`config.mk`:
```
export PLATFORM = sky130hd
export DESIGN_NAME = pressure_temperature_compensation_unit_flat
export DESIGN_NICKNAME = d
export VERILOG_FILES = /design/src/sv/ptc_pkg.sv /design/src/sv/ptc_if.sv /design/src/sv/pressure_temperature_compensation_unit.sv /design/src/sv/ptc_serial_mul.sv /design/src/flat_wrapper.sv
export SDC_FILE = /design/constraint.sdc
export NUM_CORES = 2
export LEC_CHECK = 0
export ABC_CLOCK_PERIOD_IN_PS = 9640
export BUFFER_PORTS_ARGS = -buffer_cell sky130_fd_sc_hd__buf_2
export CORE_MARGIN = 2
export CORE_UTILIZATION = 33
export CTS_BUF_LIST = sky130_fd_sc_hd__clkbuf_16
export CTS_CLUSTER_DIAMETER = 100
export DETAILED_ROUTE_END_ITERATION = 6
export GPL_ROUTABILITY_DRIVEN = 0
export SYNTH_ARGS = -nofsm -noshare
export SYNTH_HDL_FRONTEND = slang
export SYNTH_HIERARCHICAL = 1
export SYNTH_SLANG_ARGS = --single-unit
```
`constraint.sdc`:
```
create_clock -name i_clk -period 9.64 [get_ports i_clk]
set_input_delay 1.446 -clock i_clk [delete_from_list [all_inputs] [get_ports i_clk]]
set_output_delay 1.446 -clock i_clk [all_outputs]
set_load 0.1 [all_outputs]
```
`src/sv/ptc_pkg.sv`:
```
// ----------------------------------------------------------------------------
// ptc_pkg
// Shared types, widths and the step program for the compensation sequencer.
// ----------------------------------------------------------------------------
package ptc_pkg;

    localparam int ACC_W  = 128;
    localparam int MUL_W  = 33;
    localparam int COEF_W = 18;
    localparam int PC_W   = 5;
    localparam int SH_W   = 7;
    localparam int CNT_W  = $clog2(MUL_W);
    localparam int CAL_W  = 168;

    localparam logic [PC_W-1:0] PC_PRES = PC_W'(0);
    localparam logic [PC_W-1:0] PC_TEMP = PC_W'(14);

    localparam logic [1:0] CFG_LOW  = 2'd0;
    localparam logic [1:0] CFG_MID  = 2'd1;
    localparam logic [1:0] CFG_HIGH = 2'd2;

    typedef enum logic [1:0] {M_NONE, M_T, M_R, M_D} t_msel;

    typedef enum logic [3:0] {
        C_ZERO, C_T2, C_T3, C_P1, C_P2, C_P3, C_P4, C_P5,
        C_P6, C_P7, C_P8, C_P9, C_P10, C_P11
    } t_coef;

    typedef struct packed {
        t_msel           msel;
        logic            clr;
        t_coef           coef;
        logic [SH_W-1:0] sh;
        logic            add_hold;
        logic            store_hold;
        logic            last;
    } t_instr;

    // Pressure runs nested Horner in t and r; temperature is (T3*d + T2<<18)*d.
    function automatic t_instr ptc_instr(input logic [PC_W-1:0] pc);
        t_instr s;
        s = '{M_NONE, 1'b0, C_ZERO, 7'd0, 1'b0, 1'b0, 1'b1};
        unique case (pc)
            5'd0:  s = '{M_NONE, 1'b1, C_P11, 7'd20, 1'b0, 1'b0, 1'b0};
            5'd1:  s = '{M_R,    1'b0, C_ZERO, 7'd0, 1'b0, 1'b1, 1'b0};
            5'd2:  s = '{M_NONE, 1'b1, C_P10, 7'd21, 1'b0, 1'b0, 1'b0};
            5'd3:  s = '{M_T,    1'b0, C_P9,  7'd37, 1'b1, 1'b0, 1'b0};
            5'd4:  s = '{M_R,    1'b0, C_ZERO, 7'd0, 1'b0, 1'b1, 1'b0};
            5'd5:  s = '{M_NONE, 1'b1, C_P4,  7'd0,  1'b0, 1'b0, 1'b0};
            5'd6:  s = '{M_T,    1'b0, C_P3,  7'd21, 1'b0, 1'b0, 1'b0};
            5'd7:  s = '{M_T,    1'b0, C_P2,  7'd40, 1'b0, 1'b0, 1'b0};
            5'd8:  s = '{M_T,    1'b0, C_P1,  7'd65, 1'b1, 1'b0, 1'b0};
            5'd9:  s = '{M_R,    1'b0, C_ZERO, 7'd0, 1'b0, 1'b1, 1'b0};
            5'd10: s = '{M_NONE, 1'b1, C_P8,  7'd22, 1'b0, 1'b0, 1'b0};
            5'd11: s = '{M_T,    1'b0, C_P7,  7'd45, 1'b0, 1'b0, 1'b0};
            5'd12: s = '{M_T,    1'b0, C_P6,  7'd63, 1'b0, 1'b0, 1'b0};
            5'd13: s = '{M_T,    1'b0, C_P5,  7'd88, 1'b1, 1'b0, 1'b1};
            5'd14: s = '{M_NONE, 1'b1, C_T3,  7'd0,  1'b0, 1'b0, 1'b0};
            5'd15: s = '{M_D,    1'b0, C_T2,  7'd18, 1'b0, 1'b0, 1'b0};
            5'd16: s = '{M_D,    1'b0, C_ZERO, 7'd0, 1'b0, 1'b0, 1'b1};
            default: s = '{M_NONE, 1'b0, C_ZERO, 7'd0, 1'b0, 1'b0, 1'b1};
        endcase
        return s;
    endfunction

endpackage

```
`src/sv/ptc_if.sv`:
```
// ----------------------------------------------------------------------------
// ptc_in_if / ptc_out_if
// Valid/ready channels for raw samples and compensated results.
// ----------------------------------------------------------------------------
interface ptc_in_if;
    logic        valid;
    logic        ready;
    logic        action;
    logic [23:0] raw_sample;
    modport source (output valid, output action, output raw_sample, input ready);
    modport sink   (input valid, input action, input raw_sample, output ready);
endinterface

interface ptc_out_if;
    logic               valid;
    logic               ready;
    logic               kind;
    logic signed [31:0] value;
    logic               saturated;
    modport source (output valid, output kind, output value, output saturated, input ready);
    modport sink   (input valid, input kind, input value, input saturated, output ready);
endinterface

```
`src/sv/pressure_temperature_compensation_unit.sv`:
```
// ----------------------------------------------------------------------------
// pressure_temperature_compensation_unit
// Barometric calibration polynomials in exact 128-bit fixed point.
// ----------------------------------------------------------------------------
// One sample at a time. A step sequencer runs Horner steps on a 128-bit
// accumulator. A step without a multiply completes in the S_STEP state. A step
// with a multiply is issued in S_STEP, runs in the bit-serial multiplier while
// the sequencer waits in S_MUL, and completes when the multiplier signals done.
// A temperature sample has one plain step and two multiply steps. A pressure
// sample has four plain steps and ten multiply steps. The sample input is ready
// again in the cycle the result appears, so a new request is taken while the
// previous result still waits at the output. A finished result waits in the
// done state for as long as the output holds an earlier result that is not yet
// taken.
// ----------------------------------------------------------------------------
module pressure_temperature_compensation_unit (
    input  logic        i_clk,
    input  logic        i_rst_n,
    input  logic        i_cfg_we,
    input  logic [1:0]  i_cfg_index,
    input  logic [63:0] i_cfg_data,
    ptc_in_if.sink      i_smp,
    ptc_out_if.source   o_res
);
    import ptc_pkg::*;

    typedef enum logic [1:0] {S_IDLE, S_STEP, S_MUL, S_DONE} t_state;

    t_state              r_state;
    logic [CAL_W-1:0]    r_cal;
    logic [PC_W-1:0]     r_pc;
    logic                r_kind;
    logic [23:0]         r_raw;
    logic [MUL_W-1:0]    r_d;
    logic [ACC_W-1:0]    r_acc;
    logic [ACC_W-1:0]    r_hold;
    logic signed [31:0]  r_temp;
    logic                r_ovalid;
    logic                r_okind;
    logic signed [31:0]  r_ovalue;
    logic                r_osat;

    t_instr                     w_ins;
    logic signed [COEF_W-1:0]   w_coef;
    logic [ACC_W-1:0]           w_k;
    logic [ACC_W-1:0]           w_base;
    logic [ACC_W-1:0]           w_fin;
    logic [MUL_W-1:0]           w_b;
    logic                       w_start;
    logic                       w_mdone;
    logic [ACC_W-1:0]           w_mp;
    logic signed [50:0]         w_q;
    logic                       w_psat;
    logic signed [31:0]         w_pval;

    assign w_ins = ptc_instr(r_pc);

    always_comb begin
        case (w_ins.coef)
            C_T2:    w_coef = COEF_W'({1'b0, r_cal[31:16]});
            C_T3:    w_coef = COEF_W'($signed(r_cal[39:32]));
            C_P1:    w_coef = COEF_W'($signed(r_cal[55:40])) - COEF_W'(16384);
            C_P2:    w_coef = COEF_W'($signed(r_cal[71:56])) - COEF_W'(16384);
            C_P3:    w_coef = COEF_W'($signed(r_cal[79:72]));
            C_P4:    w_coef = COEF_W'($signed(r_cal[87:80]));
            C_P5:    w_coef = COEF_W'({1'b0, r_cal[103:88]});
            C_P6:    w_coef = COEF_W'({1'b0, r_cal[119:104]});
            C_P7:    w_coef = COEF_W'($signed(r_cal[127:120]));
            C_P8:    w_coef = COEF_W'($signed(r_cal[135:128]));
            C_P9:    w_coef = COEF_W'($signed(r_cal[151:136]));
            C_P10:   w_coef = COEF_W'($signed(r_cal[159:152]));
            C_P11:   w_coef = COEF_W'($signed(r_cal[167:160]));
            default: w_coef = '0;
        endcase
    end

    assign w_k    = ACC_W'(w_coef) << w_ins.sh;
    assign w_base = (r_state == S_MUL) ? w_mp : (w_ins.clr ? '0 : r_acc);
    assign w_fin  = w_base + w_k + (w_ins.add_hold ? r_hold : '0);

    always_comb begin
        case (w_ins.msel)
            M_T:     w_b = MUL_W'(r_temp);
            M_R:     w_b = MUL_W'(r_raw);
            M_D:     w_b = r_d;
            default: w_b = '0;
        endcase
    end

    assign w_start = (r_state == S_STEP) && (w_ins.msel != M_NONE);

    ptc_serial_mul u_mul (
        .i_clk   (i_clk),
        .i_rst_n (i_rst_n),
        .i_start (w_start),
        .i_a     (r_acc),
        .i_b     (w_b),
        .o_done  (w_mdone),
        .o_p     (w_mp)
    );

    assign w_q    = $signed(r_acc[127:77]);
    assign w_psat = (w_q > 51'sd2147483647) || (w_q < -51'sd2147483648);
    assign w_pval = w_psat ? (w_q[50] ? 32'sh80000000 : 32'sh7fffffff) : w_q[31:0];

    assign i_smp.ready     = (r_state == S_IDLE);
    assign o_res.valid     = r_ovalid;
    assign o_res.kind      = r_okind;
    assign o_res.value     = r_ovalue;
    assign o_res.saturated = r_osat;

    always_ff @(posedge i_clk) begin
        if (!i_rst_n) begin
            r_state  <= S_IDLE;
            r_cal    <= '0;
            r_temp   <= '0;
            r_ovalid <= 1'b0;
            r_pc     <= '0;
        end else begin
            if (i_cfg_we) begin
                unique case (i_cfg_index)
                    CFG_LOW:  r_cal[63:0]    <= i_cfg_data;
                    CFG_MID:  r_cal[127:64]  <= i_cfg_data;
                    CFG_HIGH: r_cal[167:128] <= i_cfg_data[39:0];
                    default:  ;
                endcase
            end
            if (o_res.ready && (r_state != S_DONE)) begin
                r_ovalid <= 1'b0;
            end
            unique case (r_state)
                S_IDLE: begin
                    if (i_smp.valid) begin
                        r_kind  <= i_smp.action;
                        r_raw   <= i_smp.raw_sample;
                        r_d     <= MUL_W'(i_smp.raw_sample) - MUL_W'({r_cal[15:0], 8'd0});
                        r_pc    <= i_smp.action ? PC_PRES : PC_TEMP;
                        r_state <= S_STEP;
                    end
                end
                S_STEP, S_MUL: begin
                    if ((r_state == S_STEP && w_ins.msel == M_NONE) ||
                        (r_state == S_MUL && w_mdone)) begin
                        r_acc <= w_fin;
                        if (w_ins.store_hold) begin
                            r_hold <= w_fin;
                        end
                        r_pc    <= r_pc + PC_W'(1);
                        r_state <= w_ins.last ? S_DONE : S_STEP;
                    end else if (r_state == S_STEP) begin
                        r_state <= S_MUL;
                    end
                end
                S_DONE: begin
                    if (!r_ovalid || o_res.ready) begin
                        r_ovalid <= 1'b1;
                        r_okind  <= r_kind;
                        if (r_kind) begin
                            r_ovalue <= w_pval;
                            r_osat   <= w_psat;
                        end else begin
                            r_ovalue <= $signed(r_acc[63:32]);
                            r_osat   <= 1'b0;
                            r_temp   <= $signed(r_acc[63:32]);
                        end
                        r_state <= S_IDLE;
                    end
                end
                default: r_state <= S_IDLE;
            endcase
        end
    end

    a_accept_starts: assert property (@(posedge i_clk) disable iff (!i_rst_n)
        (i_smp.valid && i_smp.ready) |=> (r_state == S_STEP))
        else $error("request not started");
    a_mul_done_state: assert property (@(posedge i_clk) disable iff (!i_rst_n)
        w_mdone |-> (r_state == S_MUL)) else $error("multiply done outside S_MUL");
    a_temp_no_sat: assert property (@(posedge i_clk) disable iff (!i_rst_n)
        (r_ovalid && !r_okind) |-> !r_osat) else $error("temperature saturated");

endmodule

```
`src/sv/ptc_serial_mul.sv`:
```
// ----------------------------------------------------------------------------
// ptc_serial_mul
// Bit-serial signed multiplier: one multiplier bit per cycle, wrapping product.
// ----------------------------------------------------------------------------
module ptc_serial_mul (
    input  logic                       i_clk,
    input  logic                       i_rst_n,
    input  logic                       i_start,
    input  logic [ptc_pkg::ACC_W-1:0]  i_a,
    input  logic [ptc_pkg::MUL_W-1:0]  i_b,
    output logic                       o_done,
    output logic [ptc_pkg::ACC_W-1:0]  o_p
);
    import ptc_pkg::*;

    logic [ACC_W-1:0] r_a;
    logic [MUL_W-1:0] r_b;
    logic [ACC_W-1:0] r_p;
    logic [CNT_W-1:0] r_cnt;
    logic             r_busy;
    logic             r_done;
    logic             w_last;

    assign w_last = (r_cnt == CNT_W'(MUL_W - 1));

    always_ff @(posedge i_clk) begin
        if (!i_rst_n) begin
            r_busy <= 1'b0;
            r_done <= 1'b0;
            r_cnt  <= '0;
        end else begin
            r_done <= 1'b0;
            if (i_start) begin
                r_a    <= i_a;
                r_b    <= i_b;
                r_p    <= '0;
                r_cnt  <= '0;
                r_busy <= 1'b1;
            end else if (r_busy) begin
                // sign bit carries negative weight
                if (r_b[0]) begin
                    r_p <= w_last ? r_p - r_a : r_p + r_a;
                end
                r_a   <= r_a << 1;
                r_b   <= r_b >> 1;
                r_cnt <= r_cnt + CNT_W'(1);
                if (w_last) begin
                    r_busy <= 1'b0;
                    r_done <= 1'b1;
                end
            end
        end
    end

    assign o_done = r_done;
    assign o_p    = r_p;

    a_done_after_busy: assert property (@(posedge i_clk) disable iff (!i_rst_n)
        r_done |-> !r_busy) else $error("done while busy");
    a_start_idle: assert property (@(posedge i_clk) disable iff (!i_rst_n)
        i_start |-> !r_busy) else $error("start while busy");
    a_done_pulse: assert property (@(posedge i_clk) disable iff (!i_rst_n)
        r_done |=> !r_done) else $error("done held");

endmodule
```
`src/flat_wrapper.sv`:
```
// flat-port wrapper written by rule: the top's interface ports become plain ports
module pressure_temperature_compensation_unit_flat import ptc_pkg::*;
  (i_clk, i_rst_n, i_cfg_we, i_cfg_index, i_cfg_data, i_smp_valid, i_smp_action, i_smp_raw_sample, i_smp_ready, o_res_valid, o_res_kind, o_res_value, o_res_saturated, o_res_ready);
  ptc_in_if i_smp_i ();
  ptc_out_if o_res_i ();
  input  logic i_clk;
  input  logic i_rst_n;
  input  logic i_cfg_we;
  input  logic [1:0] i_cfg_index;
  input  logic [63:0] i_cfg_data;
  input wire logic [$bits(i_smp_i.valid)-1:0] i_smp_valid;
  input wire logic [$bits(i_smp_i.action)-1:0] i_smp_action;
  input wire logic [$bits(i_smp_i.raw_sample)-1:0] i_smp_raw_sample;
  output wire logic [$bits(i_smp_i.ready)-1:0] i_smp_ready;
  output wire logic [$bits(o_res_i.valid)-1:0] o_res_valid;
  output wire logic [$bits(o_res_i.kind)-1:0] o_res_kind;
  output wire logic [$bits(o_res_i.value)-1:0] o_res_value;
  output wire logic [$bits(o_res_i.saturated)-1:0] o_res_saturated;
  input wire logic [$bits(o_res_i.ready)-1:0] o_res_ready;
  assign i_smp_i.valid = i_smp_valid;
  assign i_smp_i.action = i_smp_action;
  assign i_smp_i.raw_sample = i_smp_raw_sample;
  assign i_smp_ready = i_smp_i.ready;
  assign o_res_valid = o_res_i.valid;
  assign o_res_kind = o_res_i.kind;
  assign o_res_value = o_res_i.value;
  assign o_res_saturated = o_res_i.saturated;
  assign o_res_i.ready = o_res_ready;
  pressure_temperature_compensation_unit u_core (.i_clk(i_clk), .i_rst_n(i_rst_n), .i_cfg_we(i_cfg_we), .i_cfg_index(i_cfg_index), .i_cfg_data(i_cfg_data), .i_smp(i_smp_i), .o_res(o_res_i));
endmodule
```
Yosys cells after proc, flatten, opt, wreduce, memory -nomap -nowiden:

Memories as Yosys holds them, arrays and structs flattened. A register that Yosys moved wholly into a read port is not among the register bits.
Cells that the tools add are included.

* bitwise operators: 3
* magnitude comparators: 2
* reductions and logical operators: 30
* equal/unequal tests: 27
* muxes and demuxes: 34
* add/sub/neg operators: 9
* shifts and indexed selects: 1

Operators by type and width (number)
* $mux W128: 8
* $add A128 B128 Y128: 3
* $pmux W18 S13: 1
* $shl A128 B7 Y128: 1
* $sub A128 B128 Y128: 1
* $pmux W33 S3: 1
* $mux W32: 3
* $mux W33: 2
* $gt A51 B32 Y1 const B: 1
* $lt A51 B32 Y1 const B: 1
* $sub A16 B16 Y17 const B: 2
* $sub A24 B24 Y25: 1
* $eq A4 B4 Y1 const B: 6
* $reduce_and A3 Y1: 7
* $mux W5: 4
* $eq A4 B3 Y1 const B: 4
* $eq A2 B2 Y1 const B: 5
* $mux W2: 5
* $pmux W5 S2: 1
* $eq A4 B2 Y1 const B: 2
* $reduce_and A2 Y1: 4
* $reduce_bool A2 Y1: 4
* $mux W1: 7
* $add A6 B1 Y6 const B: 1
* other kinds (17): 31

* flip-flop bits (word level): 853
* ROM bits: 544
* memories kept: 1

Memory list
* (name not given): depth 32, bits a word 17, read ports 1, clocked after Yosys merged registers in 1, write ports 0, line ptc_pkg.sv:43 `unique case (pc)`

Longest topological paths before layout:

* depth after elaboration: 7
* depth in mapped cells: 30
* gate-level depth less buffers: 25

Modules after synthesis:

The synthesis kept the hierarchy.

By module, submodules not included
* pressure_temperature_compensation_unit: instances 1, cells each 4139, seq. area each 14473.9 µm², area each 37677.4 µm²
* ptc_serial_mul: instances 1, cells each 2521, seq. area each 8838.5 µm², area each 23216.0 µm²

Worst setup path after synthesis:

OpenSTA, ideal clock, no wires.

* kind: in2reg
* start point: input port i_rst_n
* end point: register u_core.r_hold[0], enable pin
* required time: 9.138 ns
* setup time: 0.502 ns
* cell stages on the path: 3
* setup slack: 1.160 ns
* data arrival time: 7.978 ns
* path through: clkbuf_1 > and3_1 > and2_1

* word-level cells in the longest chain between the ends: 1

RTL lines
* start, declared: line flat_wrapper.sv:7 `input logic i_rst_n;`
* $reduce_and A4 Y1 (no source line)
* end signal, assigned: line pressure_temperature_compensation_unit.sv:146 `r_hold <= w_fin;`
* end, declared: line pressure_temperature_compensation_unit.sv:36 `logic [ACC_W-1:0] r_hold;`

Every way passes these cells.
A chain may end at the register's enable or synchronous reset.

Worst setup path in the final report:

* start point: register u_core/w_ins[12] (netlist name)
* end point: register u_core.r_acc[125], data pin

* word-level cells in the longest chain between the ends: 5
* elaborated cells between the ends (all ways): 17

RTL lines
* $eq A4 B4 Y1, or another cell as far along: line pressure_temperature_compensation_unit.sv:59 `case (w_ins.coef)`
* $pmux W18 S13 (*): line pressure_temperature_compensation_unit.sv:59
* $shl A128 B7 Y128 (*): line pressure_temperature_compensation_unit.sv:77 `assign w_k = ACC_W'(w_coef) << w_ins.sh;`
* $add A128 B128 Y128 (*) (2 in a row): line pressure_temperature_compensation_unit.sv:79 `assign w_fin = w_base + w_k + (w_ins.add_hold ? r_hold : '0);`
* via u_core.w_fin[125]: line pressure_temperature_compensation_unit.sv:47 `logic [ACC_W-1:0] w_fin;`
* end signal, assigned: line pressure_temperature_compensation_unit.sv:144 `r_acc <= w_fin;`
* end, declared: line pressure_temperature_compensation_unit.sv:35 `logic [ACC_W-1:0] r_acc;`

The timed path passes the listed nets; every way through them passes the cells marked *.

==> qor.yml <==
status:
  status: "complete, but fails checks"
  violations: "DRC"
global_route:
  globalRouteOverflowTotal: 0
  grt_usage_pct: 22.6
  grt_pass1_wl_mm: 321
  grt_max_degree: 162
  antenna_found_initial: 8
  grt_pass1_vias: 49300
placement:
  dp_hpwl_mm: 169
  io_buffer_count: 131
critical_path:
  slowest_delay_ns: 0.99
  worst-setup-path-type: "reg2reg"
  cp_data_required_time_ns: 10.17
  crit_path_max_fanout: 26
  path_common_cell: "mux2i_1"
  cp-start-kind: "flip-flop"
  cp_data_arrival_time_ns: 9.62
  endpoint_kind: "flip-flop"
  crit_slowest_cell: "mux2i_1"
clocking:
  cts-resized-gates: 0
  clkTransAtPathRegs_ns: 0.06
  cts_buffer_depth: 3
  cts_tree: "done"
  hold_buffers: 0
  clock_sink_count: 854
  cts_root_buffer: "clkbuf_16"
  clk_latency_ns: 0.75
  numCtsBuffers: 100
  post_cts_buffers: 0
  htreeDepth: 3
cells_and_area:
  drive_gt1_share_pct: 9.86
  area_growth_pct: 9.90
  fin_nets: 7081
logic_synthesis:
  synth_seq_cells: 854
  syn-cell-area_sq_um: 60900
  async_flop_share_pct: 0
  ys_warn_count: 6
  synth.avg_cell_area_sq_um: 9.14
  synth-edff-count: 621
  ys_seq_area_share_pct: 38.3
  synth_nets: 7170
  ys.flop_type: "edfxtp_1"
  syn_inst: 6660
  yosysUniqueCellTypes: 109
floorplanning:
  core-area_sq_um: 183000
  row_count: 157
  dieArea_sq_um: 188000
  ios: 132
  start_util_pct: 33.2
  fp.dieW_microns: 434
  die_y_microns: 434
drt:
  wl_per_cell_microns: 24.1
  wl_mm: 219
  drc_errors: 9
  drt_iter0_markers: 6297
  drt_first_pass_iters: 7
  num_vias: 52500
  avgViaCountPerCell: 5.76
  ant_nets: 0
sta:
  max_slew_margin_pct: 5.81
  skew_ns: 0.0503
  drv_slew: 0
  finalCriticalPeriod_ns: 9.09
  setup_viol: 0
  final_hold_viol_count: 0
  period_share_pct: 94.3
  tns_ns: 0
  tightest_slew_ns: 1.41
  rsz0062_at_grt: "no"
  fmax_ghz: 0.110
power:
  finalPower_mw: 18.4
  vdd.ir_drop.worst_uv: 176
  p_leak_nw: 25.0
  p_per_area_nw_per_um2: 275
worst_hold_path:
  hp-class: "reg2reg"
job:
  maxCapViolCount: 0
## state kept, by name, summed over array words and instances, names as in the netlist, 2 cells and up
name and cells:
u_core/u_mul/r_a 128, u_core/u_mul/r_b 33, u_core/u_mul/o_p 128, u_core/u_mul/r_cnt 6, u_core/r_acc 128, u_core/r_cal 168, u_core/r_hold 128, u_core/r_d 17
u_core/w_ins 17, u_core/r_temp 32, u_core/o_res.value 32, u_core/r_raw 24, u_core/r_state 2, u_core/r_pc 5
## Yosys cell counts, types with 47 or more instances
cell	instances	area share, %
a21oi_1	579	4.8
a31oi_1	57	0.59
nand3_1	72	0.59
edfxtp_1	621	31
a22o_1	109	1.6
mux2i_1	50	0.82
fa_1	130	4.3
nand2b_1	58	0.60
xor2_1	181	2.6
a21boi_0	237	2.9
ha_1	284	5.8
and2_1	114	1.2
o31ai_1	47	0.58
nor3_1	92	0.76
xnor2_1	188	2.7
nor2_1	561	3.5
o21bai_1	85	1.0
mux2_2	203	3.8
o21ai_0	330	2.7
nor2b_1	47	0.48
inv_1	242	1.5
a21o_1	132	1.6
clkbuf_1	317	2.0
dfxtp_1	233	7.7
nand2_1	893	5.5
nand4_1	135	1.4
## placed cells by master, fill, tap and decap left out, types with 21 or more instances in the layout
cell type	n
a211oi_1	28
a21boi_0	237
a21o_1	131
a21oi_1	579
a22o_1	109
a22oi_1	35
a31oi_1	57
and2_1	113
buf_2	130
buf_4	75
clkbuf_16	101
clkinv_1	21
dfxtp_1	228
edfxtp_1	621
fa_1	130
ha_1	283
inv_1	265
mux2_2	203
mux2i_1	50
nand2_1	893
nand2b_1	58
nand3_1	71
nand4_1	135
nor2_1	558
nor2b_1	47
nor3_1	92
nor3b_1	39
nor4_1	34
o21a_1	37
o21ai_0	328
o21bai_1	85
o31ai_1	47
or2_2	31
or3_1	33
xnor2_1	188
xor2_1	181
## worst max-delay path, delay by kind of cell (launching register included)
family / cells / cell delay [ns]
fa+ha+maj: 2 / 0.73
flops: 1 / 0.97
buf+inv: 2 / 0.45
mux: 4 / 1.81
simple gates: 4 / 0.93
compound gates: 13 / 3.97
## final timing paths
path | start | slack [ns] | to | cells past startpoint
worst min register to register | u_core/r_temp[31] | 0.47 | u_core/r_temp[31] | 2
worst min-delay path | u_core/r_temp[31] | 0.47 | u_core/r_temp[31] | 2
worst max-delay path | u_core/w_ins[12] | 0.55 | u_core/r_acc[125] | 25
worst max register to register | u_core/w_ins[12] | 0.55 | u_core/r_acc[125] | 25
## power by group
part / switching (mW) / internal, mW / leakage [nW] / total [mW]
registers: 0.466 / 4.92 / 7.56 / 5.39
clock network: 1.64 / 2.11 / 1.65 / 3.75
logic: 6.19 / 3.06 / 15.8 / 9.25
total: 8.30 / 10.1 / 25.0 / 18.4
## layout make-up
type	count	area, sq um
Sequential cell	854	23300
Antenna cell	5	12.5
Tap cell	2464	3080
Clock buffer	101	2530
Timing Repair Buffer	208	1270
Inverter	246	928
Clock inverter	80	642
Fill cell	18500	116000
Multi-Input combinational cell	5161	35100
## metrics by stage
step | cells | hold WS [ns] | util [%] | cell area [sq um] | setup slack [ns]
2_1_floorplan | 6660 | 0.424 | - | 60900 | 1.16
3_3_place_gp | 8932 | 0.454 | 34.8 | 63700 | 0.831
3_5_place_dp | 8933 | 0.460 | 34.8 | 63700 | 0.779
4_1_cts | 9114 | 0.467 | 36.5 | 66900 | 0.792
5_1_grt | 9115 | 0.491 | 36.5 | 66900 | 0.168
6_report | 9119 | 0.465 | 36.5 | 66900 | 0.546
## logic make-up after synthesis
| kind of cell | synth area share (%) |
|---|---|
| flops | 38.3 |
| compound gates | 20.3 |
| buf+inv | 4.18 |
| fa+ha+maj | 10.1 |
| mux | 4.89 |
| xor+xnor | 5.31 |
| simple gates | 16.9 |
## metal layers
| metal | global-route usage (%) | part of all wire [%] | vias to the layer above |
|---|---|---|---|
| li1 | - | - | 23900 |
| met1 | 29.9 | 41 | 25500 |
| met2 | 34.3 | 43 | 2605 |
| met3 | 4.57 | 9.3 | 548 |
| met4 | 12.7 | 6.5 | 8 |
| met5 | 0 | 0.026 | - |
(Power assumes the default switching activity.)
